--- src/hdl/df1rx_pkg.sv ---
// Shared types and constants for the DF1 response frame receiver.
// No dependencies; imported by every other module of the block.
`timescale 1ns / 1ps

package df1rx_pkg;

    // Framing characters
    localparam logic [7:0] DLE = 8'h10;
    localparam logic [7:0] STX = 8'h02;
    localparam logic [7:0] ETX = 8'h03;

    // Frame geometry: header + trailer overhead and unstuffed body length
    localparam int unsigned MIN_FRAME_LEN = 13;
    localparam int unsigned FRAME_OVERHEAD = 5;
    localparam logic [7:0] MIN_RAW_BODY = 8'(MIN_FRAME_LEN - FRAME_OVERHEAD);
    localparam logic [7:0] BODY_LEN = 8'd8;
    localparam logic [7:0] CNT_MAX = 8'hFF;

    // Configuration register indexes and reset values
    localparam int unsigned CFG_IDX_W = 1;
    localparam int unsigned CFG_DATA_W = 16;
    localparam logic [CFG_IDX_W-1:0] CFG_EXP_CMD = 1'b0;
    localparam logic [CFG_IDX_W-1:0] CFG_EXP_TRN = 1'b1;
    localparam logic [7:0] RST_EXP_CMD = 8'h4F;
    localparam logic [15:0] RST_EXP_TRN = 16'h0000;

    // Event queue between front and back
    localparam int unsigned Q_DEPTH = 2;
    localparam int unsigned Q_PTR_W = $clog2(Q_DEPTH);
    localparam int unsigned Q_CNT_W = $clog2(Q_DEPTH + 1);

    // Receive state of the byte classifier
    typedef enum logic [2:0] {
        ST_HUNT,
        ST_HUNT_DLE,
        ST_BODY,
        ST_BODY_DLE,
        ST_BCC
    } t_rx_state;

    // Events passed from front to back
    typedef enum logic [1:0] {
        EV_START,   // DLE STX seen: clear frame state
        EV_RAW,     // escape DLE: counts as a raw byte only
        EV_BODY,    // unstuffed body byte
        EV_CHECK    // BCC byte: finish the frame
    } t_evt_kind;

    typedef struct packed {
        t_evt_kind  kind;
        logic [7:0] data;
    } t_evt;

    // Queue status seen by front and back
    typedef struct packed {
        logic full;
        logic empty;
    } t_q_stat;

    // Frame result codes
    typedef enum logic [2:0] {
        FS_OK        = 3'd0,
        FS_SHORT     = 3'd1,
        FS_BCC_ERR   = 3'd2,
        FS_BAD_LEN   = 3'd3,
        FS_CMD_ERR   = 3'd4,
        FS_TRN_ERR   = 3'd5
    } t_frame_status;

endpackage

--- src/hdl/df1rx_front.sv ---
// Byte classifier: hunts DLE STX, strips DLE stuffing, emits frame events.
// Depends on df1rx_pkg.
`timescale 1ns / 1ps

module df1rx_front
    import df1rx_pkg::*;
(
    input  logic       i_clk,
    input  logic       i_rst_n,
    input  logic       i_valid,
    input  logic [7:0] i_rx_byte,
    output logic       o_stall,
    input  t_q_stat    i_q_stat,
    output logic       o_push,
    output t_evt       o_evt
);

    t_rx_state r_state, n_state;
    logic      accept;

    assign o_stall = i_q_stat.full;
    assign accept  = i_valid & ~i_q_stat.full;

    // State register
    always_ff @(posedge i_clk) begin
        if (!i_rst_n) begin
            r_state <= ST_HUNT;
        end else if (accept) begin
            r_state <= n_state;
        end
    end

    // Next state and event generation
    always_comb begin
        n_state       = r_state;
        o_push        = 1'b0;
        o_evt.kind    = EV_BODY;
        o_evt.data    = i_rx_byte;
        case (r_state)
            ST_HUNT: begin
                if (i_rx_byte == DLE) n_state = ST_HUNT_DLE;
            end
            ST_HUNT_DLE: begin
                if (i_rx_byte == STX) begin
                    n_state    = ST_BODY;
                    o_push     = accept;
                    o_evt.kind = EV_START;
                end else if (i_rx_byte != DLE) begin
                    n_state = ST_HUNT;
                end
            end
            ST_BODY: begin
                o_push = accept;
                if (i_rx_byte == DLE) begin
                    n_state    = ST_BODY_DLE;
                    o_evt.kind = EV_RAW;
                end
            end
            ST_BODY_DLE: begin
                if (i_rx_byte == DLE) begin
                    // stuffed data byte 0x10
                    n_state = ST_BODY;
                    o_push  = accept;
                end else if (i_rx_byte == ETX) begin
                    n_state = ST_BCC;
                end else if (i_rx_byte == STX) begin
                    // restart: drop the frame in progress
                    n_state    = ST_BODY;
                    o_push     = accept;
                    o_evt.kind = EV_START;
                end else begin
                    n_state = ST_HUNT;
                end
            end
            ST_BCC: begin
                n_state    = ST_HUNT;
                o_push     = accept;
                o_evt.kind = EV_CHECK;
            end
            default: begin
                n_state = ST_HUNT;
            end
        endcase
    end

endmodule

--- src/hdl/df1rx_queue.sv ---
// Short event queue that decouples the classifier from the frame checker.
// Depends on df1rx_pkg.
`timescale 1ns / 1ps

module df1rx_queue
    import df1rx_pkg::*;
(
    input  logic    i_clk,
    input  logic    i_rst_n,
    input  logic    i_push,
    input  t_evt    i_evt,
    input  logic    i_pop,
    output t_evt    o_evt,
    output t_q_stat o_stat
);

    t_evt               r_mem [Q_DEPTH];
    logic [Q_PTR_W-1:0] r_wr_ptr;
    logic [Q_PTR_W-1:0] r_rd_ptr;
    logic [Q_CNT_W-1:0] r_count;
    logic               do_push;
    logic               do_pop;

    assign o_stat.full  = (r_count == Q_CNT_W'(Q_DEPTH));
    assign o_stat.empty = (r_count == '0);
    assign do_push      = i_push & ~o_stat.full;
    assign do_pop       = i_pop & ~o_stat.empty;
    assign o_evt        = r_mem[r_rd_ptr];

    // Pointers and fill count
    always_ff @(posedge i_clk) begin
        if (!i_rst_n) begin
            r_wr_ptr <= '0;
            r_rd_ptr <= '0;
            r_count  <= '0;
        end else begin
            if (do_push) begin
                r_wr_ptr <= (r_wr_ptr == Q_PTR_W'(Q_DEPTH - 1)) ? '0 : r_wr_ptr + 1'b1;
            end
            if (do_pop) begin
                r_rd_ptr <= (r_rd_ptr == Q_PTR_W'(Q_DEPTH - 1)) ? '0 : r_rd_ptr + 1'b1;
            end
            if (do_push && !do_pop) begin
                r_count <= r_count + 1'b1;
            end else if (do_pop && !do_push) begin
                r_count <= r_count - 1'b1;
            end
        end
    end

    // Storage
    always_ff @(posedge i_clk) begin
        if (do_push) begin
            r_mem[r_wr_ptr] <= i_evt;
        end
    end

endmodule

--- src/hdl/df1rx_back.sv ---
// Frame checker: counts, sums and captures body bytes, then grades the frame
// and holds the result in an output register. Depends on df1rx_pkg.
`timescale 1ns / 1ps

module df1rx_back
    import df1rx_pkg::*;
(
    input  logic                  i_clk,
    input  logic                  i_rst_n,
    input  logic                  i_cfg_we,
    input  logic [CFG_IDX_W-1:0]  i_cfg_idx,
    input  logic [CFG_DATA_W-1:0] i_cfg_data,
    input  t_q_stat               i_q_stat,
    input  t_evt                  i_evt,
    output logic                  o_pop,
    output logic                  o_valid,
    input  logic                  i_stall,
    output logic [2:0]            o_frame_status,
    output logic [7:0]            o_dest_node,
    output logic [7:0]            o_source_node,
    output logic [7:0]            o_reply_status,
    output logic [15:0]           o_transaction_seen,
    output logic [15:0]           o_data_word
);

    logic [7:0]    r_exp_cmd;
    logic [15:0]   r_exp_trn;
    logic [7:0]    r_raw_cnt;
    logic [7:0]    r_body_cnt;
    logic [7:0]    r_sum;
    logic [7:0]    r_dest;
    logic [7:0]    r_src;
    logic [7:0]    r_cmd;
    logic [7:0]    r_sts;
    logic [15:0]   r_trn;
    logic [15:0]   r_data;
    logic          r_out_valid;
    logic [2:0]    r_out_status;
    logic [7:0]    r_out_dest;
    logic [7:0]    r_out_src;
    logic [7:0]    r_out_sts;
    logic [15:0]   r_out_trn;
    logic [15:0]   r_out_data;
    logic          out_free;
    logic          is_check;
    logic          take_body;
    t_frame_status status;

    // Configuration registers
    always_ff @(posedge i_clk) begin
        if (!i_rst_n) begin
            r_exp_cmd <= RST_EXP_CMD;
            r_exp_trn <= RST_EXP_TRN;
        end else if (i_cfg_we) begin
            case (i_cfg_idx)
                CFG_EXP_CMD: r_exp_cmd <= i_cfg_data[7:0];
                CFG_EXP_TRN: r_exp_trn <= i_cfg_data[15:0];
                default: ;
            endcase
        end
    end

    // Pop when the head event can be carried out
    assign out_free  = ~r_out_valid | ~i_stall;
    assign is_check  = (i_evt.kind == EV_CHECK);
    assign o_pop     = ~i_q_stat.empty & (~is_check | out_free);
    assign take_body = o_pop & (i_evt.kind == EV_BODY);

    // Frame grading, first failing check wins
    always_comb begin
        if (r_raw_cnt < MIN_RAW_BODY) begin
            status = FS_SHORT;
        end else if (8'(r_sum + i_evt.data) != 8'd0) begin
            status = FS_BCC_ERR;
        end else if (r_body_cnt != BODY_LEN) begin
            status = FS_BAD_LEN;
        end else if (r_cmd != r_exp_cmd) begin
            status = FS_CMD_ERR;
        end else if (r_trn != r_exp_trn) begin
            status = FS_TRN_ERR;
        end else begin
            status = FS_OK;
        end
    end

    // Frame accumulation
    always_ff @(posedge i_clk) begin
        if (!i_rst_n) begin
            r_raw_cnt  <= '0;
            r_body_cnt <= '0;
            r_sum      <= '0;
            r_dest     <= '0;
            r_src      <= '0;
            r_cmd      <= '0;
            r_sts      <= '0;
            r_trn      <= '0;
            r_data     <= '0;
        end else if (o_pop) begin
            case (i_evt.kind)
                EV_START: begin
                    r_raw_cnt  <= '0;
                    r_body_cnt <= '0;
                    r_sum      <= '0;
                    r_dest     <= '0;
                    r_src      <= '0;
                    r_cmd      <= '0;
                    r_sts      <= '0;
                    r_trn      <= '0;
                    r_data     <= '0;
                end
                EV_RAW, EV_BODY: begin
                    if (r_raw_cnt != CNT_MAX) r_raw_cnt <= r_raw_cnt + 8'd1;
                end
                default: ;
            endcase
            if (take_body) begin
                r_sum <= r_sum + i_evt.data;
                if (r_body_cnt != CNT_MAX) r_body_cnt <= r_body_cnt + 8'd1;
                if (r_body_cnt < BODY_LEN) begin
                    case (r_body_cnt[2:0])
                        3'd0: r_dest        <= i_evt.data;
                        3'd1: r_src         <= i_evt.data;
                        3'd2: r_cmd         <= i_evt.data;
                        3'd3: r_sts         <= i_evt.data;
                        3'd4: r_trn[7:0]    <= i_evt.data;
                        3'd5: r_trn[15:8]   <= i_evt.data;
                        3'd6: r_data[7:0]   <= i_evt.data;
                        3'd7: r_data[15:8]  <= i_evt.data;
                        default: ;
                    endcase
                end
            end
        end
    end

    // Output register
    always_ff @(posedge i_clk) begin
        if (!i_rst_n) begin
            r_out_valid <= 1'b0;
        end else if (o_pop && is_check) begin
            r_out_valid <= 1'b1;
        end else if (!i_stall) begin
            r_out_valid <= 1'b0;
        end
    end

    always_ff @(posedge i_clk) begin
        if (o_pop && is_check) begin
            r_out_status <= status;
            r_out_dest   <= r_dest;
            r_out_src    <= r_src;
            r_out_sts    <= r_sts;
            r_out_trn    <= r_trn;
            r_out_data   <= r_data;
        end
    end

    assign o_valid            = r_out_valid;
    assign o_frame_status     = r_out_status;
    assign o_dest_node        = r_out_dest;
    assign o_source_node      = r_out_src;
    assign o_reply_status     = r_out_sts;
    assign o_transaction_seen = r_out_trn;
    assign o_data_word        = r_out_data;

endmodule

--- src/hdl/df1_response_frame_receiver.sv ---
// Channel  Handshake                 Payload
// in       i_valid / o_stall         i_rx_byte
// out      o_valid / i_stall         o_frame_status, o_dest_node, o_source_node,
//                                    o_reply_status, o_transaction_seen, o_data_word
// cfg      i_cfg_we                  i_cfg_idx, i_cfg_data
//
// One byte is taken per cycle while o_stall is low; the checker carries out one
// queued event per cycle unless a check event waits on a stalled output. Each
// result passes the event queue and the output register. Synchronous active-low
// reset clears all control state and loads the configuration defaults. A stalled
// output holds the result; the two-entry event queue fills and the input stalls.
//
// Top level of the DF1 response frame receiver.
// Depends on df1rx_pkg, df1rx_front, df1rx_queue and df1rx_back.
`timescale 1ns / 1ps

module df1_response_frame_receiver
    import df1rx_pkg::*;
(
    input  logic                  i_clk,
    input  logic                  i_rst_n,
    input  logic                  i_cfg_we,
    input  logic [CFG_IDX_W-1:0]  i_cfg_idx,
    input  logic [CFG_DATA_W-1:0] i_cfg_data,
    input  logic                  i_valid,
    output logic                  o_stall,
    input  logic [7:0]            i_rx_byte,
    output logic                  o_valid,
    input  logic                  i_stall,
    output logic [2:0]            o_frame_status,
    output logic [7:0]            o_dest_node,
    output logic [7:0]            o_source_node,
    output logic [7:0]            o_reply_status,
    output logic [15:0]           o_transaction_seen,
    output logic [15:0]           o_data_word
);

    t_q_stat q_stat;
    t_evt    push_evt;
    t_evt    head_evt;
    logic    push;
    logic    pop;

    df1rx_front u_front (
        .i_clk     (i_clk),
        .i_rst_n   (i_rst_n),
        .i_valid   (i_valid),
        .i_rx_byte (i_rx_byte),
        .o_stall   (o_stall),
        .i_q_stat  (q_stat),
        .o_push    (push),
        .o_evt     (push_evt)
    );

    df1rx_queue u_queue (
        .i_clk   (i_clk),
        .i_rst_n (i_rst_n),
        .i_push  (push),
        .i_evt   (push_evt),
        .i_pop   (pop),
        .o_evt   (head_evt),
        .o_stat  (q_stat)
    );

    df1rx_back u_back (
        .i_clk              (i_clk),
        .i_rst_n            (i_rst_n),
        .i_cfg_we           (i_cfg_we),
        .i_cfg_idx          (i_cfg_idx),
        .i_cfg_data         (i_cfg_data),
        .i_q_stat           (q_stat),
        .i_evt              (head_evt),
        .o_pop              (pop),
        .o_valid            (o_valid),
        .i_stall            (i_stall),
        .o_frame_status     (o_frame_status),
        .o_dest_node        (o_dest_node),
        .o_source_node      (o_source_node),
        .o_reply_status     (o_reply_status),
        .o_transaction_seen (o_transaction_seen),
        .o_data_word        (o_data_word)
    );

endmodule
--- config.mk ---
export PLATFORM = sky130hd
export DESIGN_NAME = df1_response_frame_receiver
export DESIGN_NICKNAME = d
export VERILOG_FILES = /design/src/hdl/df1rx_pkg.sv /design/src/hdl/df1rx_front.sv /design/src/hdl/df1rx_queue.sv /design/src/hdl/df1rx_back.sv /design/src/hdl/df1_response_frame_receiver.sv
export SDC_FILE = /design/constraint.sdc
export NUM_CORES = 1
export LEC_CHECK = 0
export BUFFER_PORTS_ARGS = -buffer_cell sky130_fd_sc_hd__clkbuf_2
export CORE_UTILIZATION = 50
export DETAILED_ROUTE_END_ITERATION = 8
export GPL_TIMING_DRIVEN = 0
export PLACE_DENSITY = 0.67
export SKIP_LAST_GASP = 1
export SLEW_MARGIN = 40
export SYNTH_ARGS = -nofsm -noshare
export SYNTH_HDL_FRONTEND = slang
export SYNTH_SLANG_ARGS = --single-unit
--- constraint.sdc ---
create_clock -name i_clk -period 3.5 [get_ports i_clk]
set_input_delay 0.7 -clock i_clk [delete_from_list [all_inputs] [get_ports i_clk]]
set_output_delay 0.7 -clock i_clk [all_outputs]
set_load 0.02 [all_outputs]
Yosys cells after proc, flatten, opt, wreduce, memory -nomap -nowiden:

Memories as Yosys holds them, arrays and structs flattened. A register that Yosys moved wholly into a read port is not among the register bits.
Cells that the tools add are included.
W data, S select, Z words.

* register bits: 179
* RAM bits: 20
* memories kept: 1
* input bits: 30
* logic and storage cells: 160

* magnitude comparators: 2
* reduce and logical (&&, ||, !) cells: 21
* muxes and demuxes: 64
* $add $sub $neg: 7
* bitwise gates (word level): 13
* equality and inequality tests: 29

Memory list
* u_queue.r_mem: depth 2, bits a word 10, rd ports 1, clocked after Yosys merged registers in 1, wr ports 1, RTL line df1rx_queue.sv:17 `t_evt r_mem [Q_DEPTH];`

Operators with widths (count)
* $mux W8: 26
* $mux W16: 6
* $mux W3: 8
* $mux W2: 9
* $add A8 B1 Y8 const B: 2
* $eq A8 B2 Y1 const B: 2
* $lt A8 B4 Y1 const B: 2
* $ne A16 B16 Y1: 1
* $ne A8 B8 Y1 const B: 2
* $pmux W8 S2: 1
* $eq A3 B3 Y1 const B: 5
* $eq A3 B2 Y1 const B: 4
* $pmux W3 S4: 1
* $mux W1: 11
* $add A8 B8 Y8: 1
* $eq A8 B5 Y1 const B: 1
* $ne A2 B1 Y1 const B: 4
* $ne A8 B4 Y1 const B: 1
* $ne A8 B5 Y1 const B: 1
* $ne A8 B8 Y1: 1
* $pmux W2 S4: 1
* $reduce_bool A8 Y1: 1
* $eq A2 B2 Y1 const B: 3
* $eq A3 B1 Y1 const B: 2
* 19 further kinds: 40

Depth between registers and ports, before layout:

Gate-level depths: netlist (run 1).

* depth after elaboration: 12
* mapped depth: 11
* gate-level depth less buffers: 9

Hierarchy:

Synthesis (run 1) repeated with hierarchy kept, for this count alone.

* cell total of the unflattened synthesis: 812
* area, all modules: 8600.7 um2

Modules (own cells, without submodules)
* df1rx_back: instances 1, area an instance 7273.2 um2, cells an instance 707
* df1rx_queue: instances 1, area an instance 945.9 um2, cells an instance 57
* df1rx_front: instances 1, area an instance 381.6 um2, cells an instance 48

Worst setup path after synthesis (run 1):

Ideal clock, no wire load.

* path type: reg-to-reg
* start point: register with a tool-made name
* end point: register u_back.r_out_data[0] (netlist: u_back.o_data_word[0]) (enable)
* cell stages (with the launch flop): 7
* period minus slack after synthesis: 3.081 ns
* arrival time: 2.657 ns
* setup time: 0.424 ns
* data required time: 3.076 ns
* setup slack: 0.419 ns
* path through: dfxtp_1 buf_6 mux2i_1 inv_1 ha_1 nand3_1 and3_1

RTL lines
* end signal: assignment: RTL line df1rx_back.sv:154 `r_out_data <= r_data;`
* end: declaration: RTL line df1rx_back.sv:43 `logic [15:0] r_out_data;`

==> summary.txt, run 1 <==
Setup path
  – CP Data Required Time: 3680 ps
  – Reg-to-reg endpoint: u_back.o_frame_status[1]$_SDFFCE_PP0P_
  – Worst-path fanout max: 10
  – Worst R2R Setup Slack: 170 ps
  – Critical path class: register to register
  – Critical path capture point type: register
  – Arr. time, crit path: 3510 ps
  – Critical Path Source Type: register
  – Worst r2r path cells: 10

Clock network
  – CTS tree: done
  – Total CTS buffers: 17
  – TritonCTS Sinks: 200
  – Cells resized by post-CTS repair: 0
  – Htree depth: 4
  – CTS root buf: clkbuf_16
  – Clock Latency Late Sink: 430 ps
  – CTS Hold Bufs: 0
  – Clock buffer depth: 2
  – Clk slew on worst S/H paths: 70 ps
  – # Post-CTS Setup Buffers: 0

Logic synthesis
  – #FFs+latches synth: 200
  – Synth Area in XOR/XNOR: approximately 4.1%
  – Main combinational cell family by area after synthesis: simple AND/OR/NAND/NOR gates
  – Simple-Gate Fraction of Synth Area: 20.19%
  – Post-synth EDFFs: 79
  – Avg Cell Area, Syn: 10.20 µm²
  – Ys Warns: 0
  – Mapped Area: 8290 µm²
  – Proportion of synthesized area in mux cells: under 10%
  – Most used DFF post-synth: dfxtp_1
  – Sequential fraction of the synthesis area: between 50 and 60%
  – Yosys cell types: 61
  – Post-Synth Adder-Cell Area: 2.958%
  – Cell count after synthesis: 813
  – Net Count, Synth: 862
  – Asr flop ratio synth: 0%
  – Synth Area in Compound Gates: between 10% and 20%

Flow run
  – Maxcap violations: 0

Die
  – IO Pins: 91
  – DIE AREA: 17100 µm²
  – Site row count: 46
  – Core box area: 16060 µm²
  – Die Wd: 130.8 µm
  – Die H: 130.8 µm
  – Starting Density: between 50% and 60%

Global route
  – First-pass GRT wire length: between 20 and 30 mm
  – GRT Util Overall: 23.50%
  – Vias in the first global route: 5585
  – Gr ovfl total: 0
  – Initial antenna violation count: 0
  – Largest net degree at the start of global routing: 42

Min path
  – Worst min-delay path class: register to register
  – Hold path cells: 0
  – WHS Endpoint: u_back.o_data_word[12]$_DFFE_PP_
  – Hold_sp: u_back.r_data[12]$_SDFFE_PN0P_

Outcome
  – Outcome: finished, final reports clean

Detailed routing
  – Initial drt markers: 456
  – Mean number of vias per cell: about 5.4
  – DRC Markers: 0
  – DR WL/cell: about 17 µm
  – Post-DRT Antenna Nets: 0
  – Pre-Repair DR Iteration Count: 5
  – WL final: 19.26 mm
  – Vias: 6272

STA
  – Post-route clock period utilization: between 90% and 100%
  – Final hold vios: 0
  – Slew HR: 49.37%
  – Worst slew pin tran: around 760 ps
  – Setup TNS: 0 ps
  – Fin. max-slew vios: 0
  – Final worst slack: 169.7 ps
  – Post-route minimum period: 3330 ps
  – Clk_skew: just over 7 ps
  – Final setup fails: 0
  – RSZ-0062 raised after global routing: false
  – Fmax: 300.3 MHz

Power and ir drop
  – Total Power: 5642 µW
  – Reg power frac: 44.6%
  – Comb pwr share: 21.3%
  – Pleak: between 0.003 and 0.004 µW
  – Clk network pwr share: between 30% and 40%
  – Power Density: 586.4 nW/µm²
  – Peak VDD IR: 331.4 µV
  – Sw Ratio: 31.38%
  – Internal Pwr Total: between 3000 and 4000 µW
  – NetSw: 1770 µW

Cells and area
  – # fillers: 1371
  – Design Area, Final: 9622 µm²
  – Share of cells above drive strength 1: 15.71%
  – Antenna diodes: 0
  – Fin util: roughly three fifths
  – Area grow syn2layout: 16.06%
  – Fin nets: 972

Placement
  – Post-DP Area: 9041 µm²
  – Detailed Place HPWL: 13.56 mm
  – Pre-CTS setup slack: 172.7 ps
  – Port-buffer cells: 90
  – RD Place Congestion: 0.8923
registers in the layout, indices dropped and copies added (netlist names), 8 cells and up, named ones only:
name                       count
u_back.o_data_word            16
u_back.o_dest_node             8
u_back.o_reply_status          8
u_back.o_source_node           8
u_back.o_transaction_seen     16
u_back.r_body_cnt              8
u_back.r_cmd                   8
u_back.r_data                 16
u_back.r_dest                  8
u_back.r_exp_cmd               8
u_back.r_exp_trn              16
u_back.r_raw_cnt               8
u_back.r_src                   8
u_back.r_sts                   8
u_back.r_sum                   8
u_back.r_trn                  16
u_queue.r_mem                 20
worst max-delay path by stage:
| stage | endpoint | from | slack [ps] |
|---|---|---|---|
| 6_report | u_back.o_frame_status[1]$_SDFFCE_PP0P_ | register | 170 |
| 3_3_place_gp | u_back.o_transaction_seen[4]$_DFFE_PP_ | register | -450 |
| 2_1_floorplan | u_back.o_data_word[0]$_DFFE_PP_ | register | 420 |
| 4_1_cts | u_back.o_frame_status[1]$_SDFFCE_PP0P_ | register | 120 |
| 3_5_place_dp | u_back.o_frame_status[1]$_SDFFCE_PP0P_ | register | 170 |
| 5_1_grt | u_back.o_frame_status[1]$_SDFFCE_PP0P_ | register | 70 |
layer usage:
metal | GRT usage (%) | wire (µm) | part of all wire (%) | up-vias
met5 | 0 | 0 | 0 | -
met4 | 8.587 | 406 | 2.1 | 0
met3 | 4.520 | 892 | 4.6 | 36
met2 | 38.03 | 9189 | 48 | 164
met1 | 31.39 | 8772 | 46 | 2948
li1 | - | - | - | 3124
layout make-up:
class / instances / area, µm² / share of cell area [%]
timing repair buffer: 91 / 470.5 / 4.889
inverter: 19 / 75.07 / 0.7802
sequential: 200 / 4795 / 49.83
buffer: 45 / 190.2 / 1.977
multi-input combinational: 549 / 3248 / 33.76
tap: 216 / 270.3 / 2.809
clock buffer: 21 / 450.4 / 4.681
clock inverter: 11 / 122.6 / 1.274
stage by stage:
| stage | std cells | hold slack, ps |
|---|---|---|
| 2_1_floorplan | 813 | 407.9 |
| 3_3_place_gp | 1119 | 413.2 |
| 3_5_place_dp | 1120 | 414.4 |
| 4_1_cts | 1152 | 428.6 |
| 5_1_grt | 1152 | 433.3 |
| 6_report | 1152 | 424.9 |
cells in the mapped netlist, types with 3 or more instances:
library cell  instances  share of area [%]
or2_2                 5               0.38
nand2b_1             26                2.0
nand2_1             100                4.5
buf_1                 5               0.23
edfxtp_1             79                 29
nand3_1              83                5.0
nor4_1               11               0.83
o21ai_0              13               0.78
or3_1                12               0.91
nand4_1              18                1.4
nor3_1                8               0.48
mux2i_1              10                1.2
inv_1                18               0.81
clkbuf_1             32                1.4
a21oi_1              97                5.9
dfxtp_1             121                 29
and3_1                6               0.45
nor3b_1               3               0.27
xor2_1               28                3.0
buf_2                 5               0.30
a21o_1                3               0.27
and4_1                3               0.32
a22oi_1               7               0.63
xnor2_1              11                1.2
a211oi_1              4               0.36
nor2_1               43                1.9
nor2b_1               3               0.23
ha_1                 18                2.7
power by group through the flow:
| stage | clock, µW | combinational (µW) | sequential, µW |
|---|---|---|---|
| final | 1920 | 1200 | 2520 |
| after global routing | 2040 | 1310 | 2520 |
| after CTS | 1950 | 1190 | 2520 |
| after detailed placement | 0 | 1180 | 2570 |
| after global placement | 0 | 1170 | 2570 |
| after floorplan | 0 | 771 | 2580 |
critical path: stages (launching register included):
cell      delay, ps
dfxtp_1         320
buf_6           180
mux2i_2         330
inv_1           260
ha_1            350
clkbuf_1        200
a21oi_1         210
a21oi_1         100
or3_1           400
a2111o_1        470
o31a_1          250
layout by cell type, fill, tap and decap left out, types with 7 or more instances in the layout:
| cell type | count |
|---|---|
| a21oi_1 | 97 |
| nand3_1 | 83 |
| clkbuf_2 | 90 |
| nand2b_1 | 26 |
| nor4_1 | 11 |
| nor2_1 | 43 |
| edfxtp_1 | 79 |
| dfxtp_1 | 121 |
| or3_1 | 12 |
| a22oi_1 | 7 |
| clkbuf_1 | 35 |
| ha_1 | 18 |
| inv_1 | 18 |
| xor2_1 | 28 |
| xnor2_1 | 11 |
| nor3_1 | 8 |
| o21ai_0 | 13 |
| nand2_1 | 100 |
| clkbuf_16 | 17 |
| mux2i_1 | 9 |
| nand4_1 | 18 |
logic make-up (layout without fill, tap and decap cells):
logic type,count (synthesis),in the layout
AO/OA/AOI/OAI,144,144
multiplexers,12,12
adder cells (fa/ha/maj),19,19
XOR/XNOR,39,39
flip-flops,200,200
AND/OR/NAND/NOR,335,335
buffers and inverters,64,187
No activity file was read; power rests on OpenSTA's default activity.
==> run 2, diff against run 1 <==
- CORE_ASPECT_RATIO: default -> 1.75
- SYNTH_HIERARCHICAL: default -> 1
==> run 2 against run 1 <==
  * Non-clock buffer count increased by 11
  * Clock power about the same
  * Worst hold slack improved by 5.5 ps
  * Sequential power decreased by 4%
  * Die area increased by 3.8%
  * Sequential share of layout area decreased by 1.7 points
  * Setup slack got worse by 3.1 ps
  * Highest routed layer unchanged
  * Clock skew increased by 3.9 ps
==> summary.txt, run 2 <==
Outcome
  – Outcome: finished, final reports clean

Logic synthesis
  – Avg Cell Area, Syn: 10.59 µm² (+3.9%)
  – #FFs+latches synth: 200 (unchanged)
  – Post-synth EDFFs: 79 (unchanged)
  – Post-synth top cells: nand2_1, dfxtp_1, nand3_1
  – Cell count after synthesis: 812 (-0.12%)
  – Yosys cell types: 73 (+20%)
  – Net Count, Synth: 861 (-0.12%)
  – Top cell type's share of synthesized area: 28.16% (-1.1 points)
  – Ys Warns: 6 (+6)
  – Sequential fraction of the synthesis area: 55.75% (-2.1 points)
  – Cell with the most instances after synthesis: nand2_1
  – Ranking of synthesized cells by area: dfxtp_1, edfxtp_1, a21boi_0, nand2_1, nand3_1
  – Asr flop ratio synth: 0% (unchanged)
  – Mapped Area: 8601 µm² (+3.7%)
  – Yosys top cell by area: dfxtp_1
  – Most used DFF post-synth: dfxtp_1

Detailed routing
  – Pre-Repair DR Iteration Count: 5 (unchanged)
  – Mean number of vias per cell: 5.370 (-1.4%)
  – DR WL/cell: 16.09 µm (-3.8%)
  – Initial drt markers: 249 (-45%)
  – Vias: 6240 (-0.51%)
  – WL final: 18.70 mm (-2.9%)
  – DRC Markers: 0 (unchanged)
  – Post-DRT Antenna Nets: 0 (unchanged)

Placement
  – Post-placement cell count: 1130 (+0.89%)
  – RD Place Congestion: 0.8265 (-7.4%)
  – Port-buffer cells: 90 (unchanged)
  – Detailed Place HPWL: 13.89 mm (+2.4%)
  – Post-DP Area: 9364 µm² (+3.6%)

Setup path
  – Critical path capture point type: register
  – Arr. time, crit path: 3550 ps (+40 ps)
  – Critical Path Source Type: register
  – Critical path class: register to register
  – Worst path cell trace: buf_2 > mux2_2 > ha_1 > fa_1 > xor2_1 > nor3_1 > o221ai_1 > a211oi_1 > nor4bb_2
  – Worst-path fanout max: 10 (unchanged)
  – Worst path top cell family by delay: compound AO/OA/AOI/OAI gates
  – Slowest cell on the critical path: fa_1
  – Max incr delay on CP: 420 ps (-50 ps)
  – CP Data Required Time: 3720 ps (+40 ps)
  – Bufs and invs on worst path: 1 (-2)

STA
  – Setup TNS: 0 ps (unchanged)
  – Final hold vios: 0 (unchanged)
  – Final setup fails: 0 (unchanged)
  – Slew HR: 56.55% (+7.2 points)
  – Clk_skew: 10.97 ps (+3.881 ps)
  – RSZ-0062 raised after global routing: false
  – Fin. max-slew vios: 0 (unchanged)
  – Worst slew pin tran: 641.5 ps (-117.9 ps)
  – Post-route minimum period: 3333 ps (+3.129 ps)
  – Hold Slack: 430.4 ps (+5.521 ps)
  – Post-route clock period utilization: 95.24% (about the same)
  – Fmax: 300.0 MHz (about the same)

Power and ir drop
  – Sw Ratio: 22.15% (-9.2 points)
  – Reg power frac: 54.6% (+10 points)
  – NetSw: 984.9 µW (-44%)
  – Internal Pwr Total: 3461 µW (-11%)
  – Clk network pwr share: 42.7% (+8.7 points)
  – Pleak: 0.003619 µW (+5.7%)
  – Comb pwr share: 2.7% (-19 points)
  – Peak VDD IR: 289.7 µV (-13%)
  – Power Density: 446.7 nW/µm² (-24%)

Clock network
  – Clock Latency Late Sink: 430 ps (about the same)
  – CTS Hold Bufs: 0 (unchanged)
  – CTS root buf: clkbuf_16
  – TritonCTS Sinks: 200 (unchanged)
  – Clock buffer depth: 2 (unchanged)
  – # Post-CTS Setup Buffers: 0 (unchanged)
  – Htree depth: 4 (unchanged)
  – Total CTS buffers: 17 (unchanged)
  – CTS tree: done
  – Clk slew on worst S/H paths: 80 ps (about the same)

Die
  – DIE AREA: 17750 µm² (+3.8%)
  – Site row count: 63 (+37%)
  – Die H: 175.5 µm (+34%)
  – Die Wd: 101.1 µm (-23%)
  – Core box area: 16870 µm² (+5.0%)
  – Starting Density: 50.99% (-0.64 points)
  – IO Pins: 91 (unchanged)

Cells and area
  – Commonest non-fill, non-tap cells in the layout: nand2_1, dfxtp_1, clkbuf_2, nand3_1, edfxtp_1
  – Most flops, register: u_queue/r_mem
  – Share of cells above drive strength 1: 19.57% (+3.9 points)
  – Antenna diodes: 0 (unchanged)
  – Area grow syn2layout: 15.74%
  – Non-Filler Instances: 1162 (+0.87%)
  – Design Area, Final: 9955 µm² (+3.5%)
  – Fin util: 59.01% (-0.91 points)
  – Fin nets: 971 (-0.10%)
  – Max reg flops: 20 (unchanged)
  – Most common cell after layout, fill and taps aside: nand2_1

Global route
  – Gr ovfl total: 0 (unchanged)
  – GRT Util Overall: 22.41% (-1.1 points)
  – Largest net degree at the start of global routing: 47 (+12%)
  – First-pass GRT wire length: 30.25 mm (+1.5%)
  – Vias in the first global route: 6088 (+9.0%)
  – Initial antenna violation count: 0 (unchanged)

Min path
  – Worst min-delay path class: register to register

Flow run
  – Maxcap violations: 0 (unchanged)
[run 2: per-stage QoR]
step,total power [µW],setup WS [ps]
after detailed placement,2602,167.4
after global placement,2600,-483.4
after floorplan,2551,250.2
after global routing,4595,7.650
final,4446,166.6
after CTS,4497,136.0
[run 2: area by class of cell]
type	count	area [µm²]
Buffer	56	296.5
Clock buffer	19	454.2
Clock inverter	13	130.1
Fill cell	1539	6914
Inverter	17	66.31
Multi-Input combinational cell	539	3458
Sequential cell	200	4795
Tap cell	227	284.0
Timing Repair Buffer	91	470.5
[run 2: final timing paths]
path         cells after the start  slack (ps)                            from                                     end
min                              0         430  u_back/r_data[10]$_SDFFE_PN0P_        u_back/o_data_word[10]$_DFFE_PP_
max reg2reg                      9         170                        register  u_back/o_frame_status[2]$_SDFFCE_PP0P_
max                              9         170                        register  u_back/o_frame_status[2]$_SDFFCE_PP0P_
min reg2reg                      0         430  u_back/r_data[10]$_SDFFE_PN0P_        u_back/o_data_word[10]$_DFFE_PP_
[run 2: cell families after synthesis]
| family | Yosys count | share of synthesized area [%] |
|---|---|---|
| buffers and inverters | 73 | 4.219 |
| multiplexers | 10 | 1.309 |
| AO/OA/AOI/OAI | 155 | 13.82 |
| flip-flops | 200 | 55.75 |
| AND/OR/NAND/NOR | 320 | 18.49 |
| XOR/XNOR | 35 | 3.564 |
| adder cells (fa/ha/maj) | 19 | 2.851 |
[run 2: power by group through the flow]
| stage | registers, µW | logic [µW] | clock network [µW] |
|---|---|---|---|
| floorplan | 2480 | 74.5 | 0 |
| global placement | 2480 | 121 | 0 |
| detailed placement | 2480 | 122 | 0 |
| CTS | 2430 | 123 | 1950 |
| global route | 2430 | 135 | 2030 |
| finish | 2430 | 122 | 1900 |
[run 2: routing by layer]
metal | track usage [%] | vias to the layer above | wire, µm
met5 | 0 | - | 0
met4 | 12.98 | 0 | 947
met3 | 3.701 | 51 | 579
met2 | 41.87 | 143 | 10230
met1 | 22.81 | 2956 | 6942
li1 | - | 3090 | -
[run 2: timing repair]
item / 4_1_cts / 5_1_grt
gates resized for setup: 0 / 1
hold endpoints to repair: 0 / 0
setup endpoints to repair: 0 / 1
==> run 3, diff against run 2 <==
- BUFFER_PORTS_ARGS: -buffer_cell sky130_fd_sc_hd__clkbuf_2 -> -buffer_cell sky130_fd_sc_hd__buf_2
- CAP_MARGIN: default -> 10
==> run 3 against run 2 <==
  * Clock skew down 1.3 ps
  * Final area down 0.23%
  * Total power down 0.53%
  * Global-route usage down 0.15 points
  * Clock-buffer cell count unchanged
  * Clock power about the same
  * Cell count unchanged
  * Via count about the same
  * Critical endpoint unchanged
  * Highest routed layer unchanged
==> summary.txt, run 3 (synthesis gave the netlist of run 2 again) <==
Setup path
  – CP Data Required Time: 3710 ps (about the same)
  – Arr. time, crit path: 3510 ps (-40 ps)
  – Worst-path fanout max: 10 (unchanged)
  – Critical Path Source Type: register
  – Worst R2R Setup Slack: 200 ps (+40 ps)
  – Critical path class: register to register
  – Critical path capture point type: register

Cells and area
  – Commonest non-fill, non-tap cells in the layout: nand2_1, dfxtp_1, buf_2, nand3_1, edfxtp_1
  – Most flops, register: u_queue/r_mem
  – Antenna diodes: 0 (unchanged)
  – # fillers: 1534 (-0.32%)
  – Max reg flops: 20 (unchanged)
  – Fin nets: 971 (unchanged)
  – Share of cells above drive strength 1: 19.57% (unchanged)
  – Area grow syn2layout: 15.48%
  – Most common cell after layout, fill and taps aside: nand2_1

STA
  – Final hold vios: 0 (unchanged)
  – Final setup fails: 0 (unchanged)
  – Post-route minimum period: 3296 ps (-37.64 ps)
  – RSZ-0062 raised after global routing: false
  – Clk_skew: 9.687 ps (-1.281 ps)
  – Fin. max-slew vios: 0 (unchanged)
  – Final worst slack: 204.2 ps (+37.64 ps)
  – Worst slew pin tran: 675.7 ps (+34.21 ps)
  – Fmax: 303.4 MHz (+1.1%)
  – Slew HR: 54.65% (-1.9 points)
  – Post-route clock period utilization: 94.16% (-1.1 points)
  – Hold Slack: 431.4 ps (+0.9270 ps)

Die
  – Die Wd: 101.1 µm (unchanged)
  – Core box area: 16870 µm² (unchanged)
  – IO Pins: 91 (unchanged)
  – Site row count: 63 (unchanged)
  – Starting Density: 50.99% (unchanged)
  – Die H: 175.5 µm (unchanged)
  – DIE AREA: 17750 µm² (unchanged)

Power and ir drop
  – Total Power: 4423 µW (-0.53%)
  – Reg power frac: 54.9% (+0.3 points)
  – Pleak: 0.003514 µW (-2.9%)
  – NetSw: 942.9 µW (-4.3%)
  – Sw Ratio: 21.32% (-0.83 points)
  – Power Density: 445.3 nW/µm² (-0.30%)
  – Peak VDD IR: 300.2 µV (+3.6%)
  – Comb pwr share: 2.8% (about the same)
  – Internal Pwr Total: 3480 µW (+0.54%)
  – Clk network pwr share: 42.4% (-0.3 points)

Global route
  – Gr ovfl total: 0 (unchanged)
  – Initial antenna violation count: 0 (unchanged)
  – Largest net degree at the start of global routing: 48 (+2.1%)
  – First-pass GRT wire length: 29.75 mm (-1.6%)
  – Vias in the first global route: 5983 (-1.7%)
  – GRT Util Overall: 22.26% (-0.15 points)

Detailed routing
  – WL final: 18.75 mm (+0.28%)
  – Post-DRT Antenna Nets: 0 (unchanged)
  – Vias: 6244 (+0.064%)
  – Mean number of vias per cell: 5.373 (about the same)
  – DR WL/cell: 16.13 µm (+0.28%)
  – Pre-Repair DR Iteration Count: 5 (unchanged)
  – DRC Markers: 0 (unchanged)
  – Initial drt markers: 308 (+24%)

Clock network
  – Total CTS buffers: 17 (unchanged)
  – Htree depth: 4 (unchanged)
  – CTS tree: done
  – # Post-CTS Setup Buffers: 0 (unchanged)
  – Clock Latency Late Sink: 430 ps (about the same)
  – Clk slew on worst S/H paths: 70 ps (about the same)
  – TritonCTS Sinks: 200 (unchanged)
  – Clock buffer depth: 2 (unchanged)
  – CTS root buf: clkbuf_16

Min path
  – Worst min-delay path class: register to register

Placement
  – RD Place Congestion: 0.8283 (+0.22%)
  – Port-buffer cells: 90 (unchanged)
  – Detailed Place HPWL: 13.84 mm (-0.34%)
  – Pre-CTS setup slack: 208.6 ps (+41.26 ps)

Flow run
  – Maxcap violations: 0 (unchanged)

Outcome
  – Outcome: finished, final reports clean
-- run 3: per-stage QoR --
step,utilization [%],cell area [µm²],TNS (ps),instances
finish,58.88,9932,0,1162
CTS,58.85,9927,0,1162
global placement,55.34,9335,-27800,1129
floorplan,-,8601,0,812
detailed placement,55.51,9364,0,1130
global route,58.88,9932,0,1162
-- run 3: final cells by class --
class                           count  area, µm²  share of cell area (%)
Sequential cell                   200       4795                   48.27
Tap cell                          227      284.0                   2.860
Clock inverter                     13      120.1                   1.209
Clock buffer                       19      442.9                   4.460
Multi-Input combinational cell    539       3457                   34.81
Inverter                           17      66.31                  0.6677
Buffer                             56      296.5                   2.986
Timing Repair Buffer               91      470.5                   4.737
-- run 3: metal layers --
| metal | global-route usage [%] | part of all wire [%] |
|---|---|---|
| met1 | 23.33 | 38 |
| met3 | 3.502 | 2.7 |
| met5 | 0 | 0 |
| met2 | 41.50 | 56 |
| met4 | 11.78 | 3.8 |
-- run 3: worst paths after layout --
check | end | startpoint | cells after the start
setup reg to reg | u_back/o_frame_status[2]$_SDFFCE_PP0P_ | register | 9
setup / recovery | u_back/o_frame_status[2]$_SDFFCE_PP0P_ | register | 9
hold / removal | u_back/o_data_word[12]$_DFFE_PP_ | u_back/r_data[12]$_SDFFE_PN0P_ | 0
hold reg to reg | u_back/o_data_word[12]$_DFFE_PP_ | u_back/r_data[12]$_SDFFE_PN0P_ | 0
-- run 3: power by group through the flow --
stage / Combinational, µW / Clock [µW] / Sequential (µW)
final: 122 / 1870 / 2430
after floorplan: 74.5 / 0 / 2480
after CTS: 123 / 1910 / 2430
after detailed placement: 122 / 0 / 2480
after global routing: 134 / 2000 / 2430
after global placement: 121 / 0 / 2480
-- run 3: critical path: stages (launching register included) --
cell and delay (ps):
dfxtp_1 310, buf_2 250, mux2_2 390, ha_1 250
fa_1 410, xor2_1 170, nor3_1 300, o221ai_1 330
a211oi_2 330, nor4bb_1 350
-- run 3: timing repair --
| action | in CTS | in global routing |
|---|---|---|
| gates resized for setup | 0 | 1 |
| endpoints found under the setup margin | 0 | 1 |
| hold endpoints to repair | 0 | 0 |
| hold buffers | 0 | 0 |
